==> src/sv/sha1c_pkg.sv <==
// shared types, constants and round helpers for the sha-1 compression core
`timescale 1ns / 1ps

package sha1c_pkg;

    typedef logic [31:0] t_word;

    localparam int WindowDepth = 16;
    localparam int ChainDepth  = 5;
    localparam int RoundCount  = 80;

    localparam logic [6:0] LastRound = 7'(RoundCount - 1);

    localparam t_word Iv0 = 32'h6745_2301;
    localparam t_word Iv1 = 32'hefcd_ab89;
    localparam t_word Iv2 = 32'h98ba_dcfe;
    localparam t_word Iv3 = 32'h1032_5476;
    localparam t_word Iv4 = 32'hc3d2_e1f0;

    localparam t_word K0 = 32'h5a82_7999;
    localparam t_word K1 = 32'h6ed9_eba1;
    localparam t_word K2 = 32'h8f1b_bcdc;
    localparam t_word K3 = 32'hca62_c1d6;

    // commands from the controller to the datapath
    typedef struct packed {
        logic       load_word;
        logic       start;
        logic       round_en;
        logic [6:0] round;
        logic       finish;
    } t_dp_cmd;

    function automatic t_word rotl(input t_word x, input int unsigned n);
        rotl = (x << n) | (x >> (32 - n));
    endfunction

    function automatic t_word round_f(input logic [6:0] r, input t_word b,
                                      input t_word c, input t_word d);
        if (r < 7'd20) begin
            round_f = (b & c) | (~b & d);
        end else if (r < 7'd40) begin
            round_f = b ^ c ^ d;
        end else if (r < 7'd60) begin
            round_f = (b & c) | (b & d) | (c & d);
        end else begin
            round_f = b ^ c ^ d;
        end
    endfunction

    function automatic t_word round_k(input logic [6:0] r);
        if (r < 7'd20) begin
            round_k = K0;
        end else if (r < 7'd40) begin
            round_k = K1;
        end else if (r < 7'd60) begin
            round_k = K2;
        end else begin
            round_k = K3;
        end
    endfunction

endpackage

==> src/sv/sha1c_if.sv <==
// valid/ready channels for message words and digests
`timescale 1ns / 1ps

interface sha1c_word_if;
    logic                 valid;
    logic                 ready;
    sha1c_pkg::t_word     message_word;
    logic                 message_start;

    modport source (output valid, output message_word, output message_start, input ready);
    modport sink (input valid, input message_word, input message_start, output ready);
endinterface

interface sha1c_digest_if;
    logic                 valid;
    logic                 ready;
    sha1c_pkg::t_word     digest_a;
    sha1c_pkg::t_word     digest_b;
    sha1c_pkg::t_word     digest_c;
    sha1c_pkg::t_word     digest_d;
    sha1c_pkg::t_word     digest_e;

    modport source (output valid, output digest_a, output digest_b, output digest_c,
                    output digest_d, output digest_e, input ready);
    modport sink (input valid, input digest_a, input digest_b, input digest_c,
                  input digest_d, input digest_e, output ready);
endinterface

==> src/sv/sha1c_datapath.sv <==
// schedule window, working words, chaining words and digest register
`timescale 1ns / 1ps

module sha1c_datapath (
    input  logic               i_clk,
    input  logic               i_rst_n,
    input  sha1c_pkg::t_dp_cmd i_cmd,
    input  sha1c_pkg::t_word   i_word,
    output sha1c_pkg::t_word   o_dig [sha1c_pkg::ChainDepth]
);

    sha1c_pkg::t_word r_w   [sha1c_pkg::WindowDepth];
    sha1c_pkg::t_word r_h   [sha1c_pkg::ChainDepth];
    sha1c_pkg::t_word r_v   [sha1c_pkg::ChainDepth];
    sha1c_pkg::t_word r_dig [sha1c_pkg::ChainDepth];

    sha1c_pkg::t_word n_exp;
    sha1c_pkg::t_word n_t;
    sha1c_pkg::t_word n_sum [sha1c_pkg::ChainDepth];

    // window holds w[r..r+15] at round r, so the next expanded word enters at the top
    assign n_exp = sha1c_pkg::rotl(r_w[13] ^ r_w[8] ^ r_w[2] ^ r_w[0], 1);

    assign n_t = sha1c_pkg::rotl(r_v[0], 5)
               + sha1c_pkg::round_f(i_cmd.round, r_v[1], r_v[2], r_v[3])
               + r_v[4] + r_w[0] + sha1c_pkg::round_k(i_cmd.round);

    always_comb begin
        for (int i = 0; i < sha1c_pkg::ChainDepth; i++) begin
            n_sum[i] = r_h[i] + r_v[i];
        end
    end

    always_ff @(posedge i_clk) begin
        if (i_cmd.load_word || i_cmd.round_en) begin
            for (int i = 0; i < sha1c_pkg::WindowDepth - 1; i++) begin
                r_w[i] <= r_w[i + 1];
            end
            r_w[sha1c_pkg::WindowDepth - 1] <= i_cmd.load_word ? i_word : n_exp;
        end
    end

    always_ff @(posedge i_clk) begin
        if (!i_rst_n || i_cmd.start) begin
            r_h[0] <= sha1c_pkg::Iv0;
            r_h[1] <= sha1c_pkg::Iv1;
            r_h[2] <= sha1c_pkg::Iv2;
            r_h[3] <= sha1c_pkg::Iv3;
            r_h[4] <= sha1c_pkg::Iv4;
        end else if (i_cmd.finish) begin
            r_h <= n_sum;
        end
        if (i_cmd.finish) begin
            r_dig <= n_sum;
        end
    end

    always_ff @(posedge i_clk) begin
        if (i_cmd.round_en) begin
            if (i_cmd.round == 7'd0) begin
                // first round works from the chaining words directly
                r_v[0] <= sha1c_pkg::rotl(r_h[0], 5)
                        + sha1c_pkg::round_f(7'd0, r_h[1], r_h[2], r_h[3])
                        + r_h[4] + r_w[0] + sha1c_pkg::K0;
                r_v[1] <= r_h[0];
                r_v[2] <= sha1c_pkg::rotl(r_h[1], 30);
                r_v[3] <= r_h[2];
                r_v[4] <= r_h[3];
            end else begin
                r_v[0] <= n_t;
                r_v[1] <= r_v[0];
                r_v[2] <= sha1c_pkg::rotl(r_v[1], 30);
                r_v[3] <= r_v[2];
                r_v[4] <= r_v[3];
            end
        end
    end

    assign o_dig = r_dig;

endmodule

==> src/sv/sha1c_ctrl.sv <==
// word counting, round sequencing and output handshake
`timescale 1ns / 1ps

module sha1c_ctrl (
    input  logic               i_clk,
    input  logic               i_rst_n,
    input  logic               i_in_valid,
    input  logic               i_in_start,
    output logic               o_in_ready,
    output logic               o_out_valid,
    input  logic               i_out_ready,
    output sha1c_pkg::t_dp_cmd o_cmd
);

    typedef enum logic [1:0] {
        ST_COLLECT,
        ST_ROUND,
        ST_FINISH
    } t_state;

    t_state     r_state;
    logic [3:0] r_word_cnt;
    logic [6:0] r_round;
    logic       r_out_valid;

    logic       n_accept;
    logic       n_slot_free;
    logic [3:0] n_cnt_eff;

    assign o_in_ready  = (r_state == ST_COLLECT);
    assign n_accept    = i_in_valid && o_in_ready;
    assign n_slot_free = !r_out_valid || i_out_ready;
    assign n_cnt_eff   = i_in_start ? 4'd0 : r_word_cnt;

    always_comb begin
        o_cmd.load_word = n_accept;
        o_cmd.start     = n_accept && i_in_start;
        o_cmd.round_en  = (r_state == ST_ROUND);
        o_cmd.round     = r_round;
        o_cmd.finish    = (r_state == ST_FINISH) && n_slot_free;
    end

    always_ff @(posedge i_clk) begin
        if (!i_rst_n) begin
            r_state     <= ST_COLLECT;
            r_word_cnt  <= 4'd0;
            r_round     <= 7'd0;
            r_out_valid <= 1'b0;
        end else begin
            if (o_cmd.finish) begin
                r_out_valid <= 1'b1;
            end else if (i_out_ready) begin
                r_out_valid <= 1'b0;
            end
            case (r_state)
                ST_COLLECT: begin
                    if (n_accept) begin
                        r_word_cnt <= n_cnt_eff + 4'd1;
                        if (n_cnt_eff == 4'd15) begin
                            r_round <= 7'd0;
                            r_state <= ST_ROUND;
                        end
                    end
                end
                ST_ROUND: begin
                    r_round <= r_round + 7'd1;
                    if (r_round == sha1c_pkg::LastRound) begin
                        r_state <= ST_FINISH;
                    end
                end
                ST_FINISH: begin
                    if (n_slot_free) begin
                        r_state <= ST_COLLECT;
                    end
                end
                default: begin
                    r_state <= ST_COLLECT;
                end
            endcase
        end
    end

    assign o_out_valid = r_out_valid;

`ifndef ASSERT_OFF
    a_round_range: assert property (@(posedge i_clk) disable iff (!i_rst_n)
        (r_state == ST_ROUND) |-> (r_round <= sha1c_pkg::LastRound))
        else $error("round index beyond last round");

    a_round_exit: assert property (@(posedge i_clk) disable iff (!i_rst_n)
        (r_state == ST_ROUND && r_round == sha1c_pkg::LastRound) |=> (r_state == ST_FINISH))
        else $error("last round not followed by finish");

    a_finish_slot: assert property (@(posedge i_clk) disable iff (!i_rst_n)
        o_cmd.finish |=> r_out_valid)
        else $error("finished digest not presented");

    a_no_load_busy: assert property (@(posedge i_clk) disable iff (!i_rst_n)
        o_cmd.load_word |-> !o_cmd.round_en)
        else $error("word loaded during rounds");
`endif

endmodule

==> src/sv/sha1_block_compression_core.sv <==
// top level of the sha-1 block compression core
`timescale 1ns / 1ps

// Takes a padded message as 32-bit big-endian words; message_start on a word
// reloads the standard initial value and makes that word the first of a new
// block. Words are taken one per cycle while collecting; after the sixteenth
// word of a block the core stops taking words while it runs the 80 rounds at one
// round per cycle, then folds the result into the chaining words in the finish
// state. The digest sits in an output register, so the next block's words are
// taken while it waits; a finished block waits in the finish state only if the
// previous digest has not yet been taken.
module sha1_block_compression_core (
    input  logic           i_clk,
    input  logic           i_rst_n,
    sha1c_word_if.sink     i_msg,
    sha1c_digest_if.source o_digest
);

    sha1c_pkg::t_dp_cmd w_cmd;
    sha1c_pkg::t_word   w_dig [sha1c_pkg::ChainDepth];

    sha1c_ctrl u_ctrl (
        .i_clk       (i_clk),
        .i_rst_n     (i_rst_n),
        .i_in_valid  (i_msg.valid),
        .i_in_start  (i_msg.message_start),
        .o_in_ready  (i_msg.ready),
        .o_out_valid (o_digest.valid),
        .i_out_ready (o_digest.ready),
        .o_cmd       (w_cmd)
    );

    sha1c_datapath u_dp (
        .i_clk   (i_clk),
        .i_rst_n (i_rst_n),
        .i_cmd   (w_cmd),
        .i_word  (i_msg.message_word),
        .o_dig   (w_dig)
    );

    assign o_digest.digest_a = w_dig[0];
    assign o_digest.digest_b = w_dig[1];
    assign o_digest.digest_c = w_dig[2];
    assign o_digest.digest_d = w_dig[3];
    assign o_digest.digest_e = w_dig[4];

endmodule
==> src/flat_wrapper.sv <==
// flat-port wrapper written by rule: the top's interface ports become plain ports
module sha1_block_compression_core_flat 
  (i_clk, i_rst_n, i_msg_valid, i_msg_message_word, i_msg_message_start, i_msg_ready, o_digest_valid, o_digest_digest_a, o_digest_digest_b, o_digest_digest_c, o_digest_digest_d, o_digest_digest_e, o_digest_ready);
  sha1c_word_if i_msg_i ();
  sha1c_digest_if o_digest_i ();
  input  logic i_clk;
  input  logic i_rst_n;
  input wire logic [$bits(i_msg_i.valid)-1:0] i_msg_valid;
  input wire logic [$bits(i_msg_i.message_word)-1:0] i_msg_message_word;
  input wire logic [$bits(i_msg_i.message_start)-1:0] i_msg_message_start;
  output wire logic [$bits(i_msg_i.ready)-1:0] i_msg_ready;
  output wire logic [$bits(o_digest_i.valid)-1:0] o_digest_valid;
  output wire logic [$bits(o_digest_i.digest_a)-1:0] o_digest_digest_a;
  output wire logic [$bits(o_digest_i.digest_b)-1:0] o_digest_digest_b;
  output wire logic [$bits(o_digest_i.digest_c)-1:0] o_digest_digest_c;
  output wire logic [$bits(o_digest_i.digest_d)-1:0] o_digest_digest_d;
  output wire logic [$bits(o_digest_i.digest_e)-1:0] o_digest_digest_e;
  input wire logic [$bits(o_digest_i.ready)-1:0] o_digest_ready;
  assign i_msg_i.valid = i_msg_valid;
  assign i_msg_i.message_word = i_msg_message_word;
  assign i_msg_i.message_start = i_msg_message_start;
  assign i_msg_ready = i_msg_i.ready;
  assign o_digest_valid = o_digest_i.valid;
  assign o_digest_digest_a = o_digest_i.digest_a;
  assign o_digest_digest_b = o_digest_i.digest_b;
  assign o_digest_digest_c = o_digest_i.digest_c;
  assign o_digest_digest_d = o_digest_i.digest_d;
  assign o_digest_digest_e = o_digest_i.digest_e;
  assign o_digest_i.ready = o_digest_ready;
  sha1_block_compression_core u_core (.i_clk(i_clk), .i_rst_n(i_rst_n), .i_msg(i_msg_i), .o_digest(o_digest_i));
endmodule
==> config.mk <==
export PLATFORM = sky130hd
export DESIGN_NAME = sha1_block_compression_core_flat
export DESIGN_NICKNAME = d
export VERILOG_FILES = /design/src/sv/sha1c_pkg.sv /design/src/sv/sha1c_if.sv /design/src/sv/sha1c_datapath.sv /design/src/sv/sha1c_ctrl.sv /design/src/sv/sha1_block_compression_core.sv /design/src/flat_wrapper.sv
export SDC_FILE = /design/constraint.sdc
export NUM_CORES = 2
export LEC_CHECK = 0
export BUFFER_PORTS_ARGS = -buffer_cell sky130_fd_sc_hd__clkbuf_2
export CAP_MARGIN = 20
export CORE_UTILIZATION = 60
export CTS_BUF_LIST = sky130_fd_sc_hd__clkbuf_8
export DETAILED_ROUTE_END_ITERATION = 10
export GPL_ROUTABILITY_DRIVEN = 0
export PLACE_DENSITY_LB_ADDON = 0.1
export SLEW_MARGIN = 20
export SYNTH_ARGS = -nofsm -noshare
export SYNTH_HDL_FRONTEND = slang
export SYNTH_SLANG_ARGS = --single-unit
==> constraint.sdc <==
create_clock -name i_clk -period 19.2 [get_ports i_clk]
set_input_delay 2.88 -clock i_clk [delete_from_list [all_inputs] [get_ports i_clk]]
set_output_delay 2.88 -clock i_clk [all_outputs]
set_load 0.05 [all_outputs]
==> results_dict.tcl <==
set metrics [dict create \
    grt_pass1_vias 31726 \
    synth_edf_count 832 \
    cts_tree "built" \
    wire_per_inst_um 20.9 \
    r2r-start "u_core.u_ctrl.r_round[4]" \
    synth_mux_area_share_pct 0.899 \
    dp_cells 5511 \
    cts-hold-fix-buffers 0 \
    rsz0062_at_grt "no" \
    initial_core_util_pct 60.8 \
    maxCapViolations 0 \
    finClkSkew_ns 0.0409 \
    root_buffer "clkbuf_8" \
    fin_crit_ns 6.91 \
    hp-start "u_core.u_dp.r_w[0][203]" \
    synth.distinct_cells 87 \
    p_leak_nw 22.9 \
    finalSetupTns_ns 0 \
    syn_avg_cell_area_sq_um 11.9 \
    vdd_drop_max_uv 59.0 \
    synthXorXnorAreaFrac_pct 5.16 \
    place_hpwl_um 87300 \
    cpMaxStageDelayCell "or3b_2" \
    synth_compound_area_share_pct 10.5 \
    max_stage_delay_ns 0.55 \
    setup_viol 0 \
    hp-class "flop to flop" \
    finalNetCount 5056 \
    synthToLayoutAreaGrowth_pct 10.7 \
    yosys.area_share.simple_pct 10.3 \
    post_cts_resized 0 \
    crit_end "u_core.u_dp.r_v[0][31]" \
    synth_async_sr_flop_share_pct 0 \
    worst_pin_slew_ns 1.15 \
    grt_pass1_wl_um 184000 \
    cts_buffers 168 \
    globalRoute.totalOverflow 0 \
    cts_setup_buffers 0 \
    rrSetupSlack_ns 12.29 \
    postRouteAntennaNets 0 \
    setup_slack_ns 12.29 \
    grt_max_degree 198 \
    drive_above_1_share_pct 10.8 \
    via_count 33654 \
    critPathCaptureType "flop" \
    drtIter0Drc 3246 \
    dieArea_sq_um 86300 \
    instances_no_fill 5820 \
    die_w_um 294 \
    syn_nets 4790 \
    cp-start-kind "flop" \
    worstSetupStartpoint "u_core.u_ctrl.r_round[4]" \
    drt-pass1-iter-count 6 \
    yosysWarnings 0 \
    clk_latency_ns 0.85 \
    core_sq_um 84000 \
    io_buffers 198 \
    viasPerCell 5.78 \
    h-tree-depth 4 \
    row_count 106 \
    wl_um 122000 \
    rr_worst_depth 25 \
    top_level_ports 199 \
    dp_slack_ns 12.33 \
    path_class "flop to flop" \
    synthCells 4281 \
    cp.required_ns 19.74 \
    arrival_ns 7.45 \
    die_h_um 294 \
    fin_crit_sh_pct 36.0 \
    rr_endpoint "u_core.u_dp.r_v[0][31]" \
    max-slew-margin-rel_pct 23.4 \
    cts_sinks 1006 \
    finalCoreUtilization_pct 67.3 \
    syn_area_sq_um 51100 \
    antenna_found_initial 1 \
    finalHoldViolCount 0 \
    synth_adder_area_share_pct 14.3 \
    crit_fanout 35 \
    power_density_nw_per_um2 80.4 \
    crit_top_cell "fa_1" \
    drv_slew 0 \
    drcViolationCount 0 \
    ys.flop_type "edfxtp_1" \
    ys_seq_area_share_pct 55.7 \
    track_usage_pct 28.6 \
    final_common_cell "edfxtp_1" \
    synth_top_family_by_area "adder cells" \
    synth-seq-cells 1006 \
    status "complete, no violations" \
    path_clk_slew_ns 0.06 \
    clockBufferDepth 3 \
    fmax_mhz 145 \
    final_cell_mix "edfxtp_1 (832), nand2_1 (705), inv_1 (342)" \
]
==> routing by layer <==
metal	global-route usage [%]	share of wire, %	up-vias
li1	-	-	15744
met3	5.57	9.3	188
met2	40.5	42	1458
met5	0	0	-
met1	43.3	45	16264
met4	11.2	3.5	0
==> Yosys cell counts, types with 33 or more instances <==
| cell type | number | share of area [%] |
|---|---|---|
| xnor2_1 | 233 | 4.0 |
| o21ai_0 | 191 | 1.9 |
| a211oi_1 | 33 | 0.49 |
| ha_1 | 286 | 7.0 |
| nor2_1 | 196 | 1.4 |
| o21a_1 | 37 | 0.54 |
| edfxtp_1 | 832 | 49 |
| nor2b_1 | 54 | 0.66 |
| a21o_1 | 108 | 1.6 |
| nand3_1 | 80 | 0.78 |
| clkbuf_1 | 107 | 0.79 |
| nand2_1 | 708 | 5.2 |
| dfxtp_1 | 174 | 6.8 |
| nand2b_1 | 36 | 0.44 |
| fa_1 | 186 | 7.3 |
| a21oi_1 | 237 | 2.3 |
| inv_1 | 283 | 2.1 |
| xor2_1 | 68 | 1.2 |
==> logic make-up after synthesis <==
logic type,count (synthesis)
adders and majority gates,472
DFF,1006
and+or+nand+nor,1219
buffers and inverters,407
xor gates and xnor gates,301
AOI/OAI and AO/OA,834
muxes,42
==> sequential cells by signal (all words and copies together) (netlist names) <==
register	cells
u_core.u_ctrl.r_state	2
u_core.u_ctrl.o_out_valid	1
u_core.u_dp.o_dig	160
u_core.u_dp.r_v	160
u_core.u_ctrl.r_round	7
u_core.u_ctrl.r_word_cnt	4
u_core.u_dp.r_h	160
u_core.u_dp.r_w	512
==> worst max-delay path, delay by kind of cell, from the launching register on <==
family	cells	cell delay (ns)
AO/OA/AOI/OAI	8	1.83
XOR/XNOR	1	0.20
adder cells (fa/ha/maj)	5	2.06
buffers and inverters	5	0.64
flip-flops	1	0.35
AND/OR/NAND/NOR	6	1.50
==> how the worst min path moves through the flow <==
stage,end,cells past startpoint
5_1_grt,u_core.u_dp.r_w[0][93],0
3_5_place_dp,u_core.u_dp.r_w[0][120],0
6_report,u_core.u_dp.r_w[0][171],0
2_1_floorplan,u_core.u_dp.r_w[0][0],0
3_3_place_gp,u_core.u_dp.r_w[0][14],0
4_1_cts,u_core.u_dp.r_w[0][180],0
==> stage by stage <==
step / area (sq um) / hold slack, ns / power (mW)
3_5_place_dp: 53200 / 0.405 / 2.72
6_report: 56500 / 0.402 / 4.54
4_1_cts: 56500 / 0.409 / 4.59
3_3_place_gp: 53200 / 0.401 / 2.72
2_1_floorplan: 51100 / 0.400 / 2.68
5_1_grt: 56500 / 0.411 / 4.70
==> area by class of cell <==
type,instances,area [sq um]
inverter,285,1080
multi-input combinational,2868,21100
clock buffer,176,2420
tap,1134,1420
timing repair buffer,218,1170
sequential,1006,28500
antenna,1,2.50
clock inverter,132,862
fill,6302,27400
==> power by group <==
group	internal, mW	switching, mW
sequential	2.44	0.0313
clock	0.990	0.873
combinational	0.0845	0.128
Power figures use the tool's default switching activity.
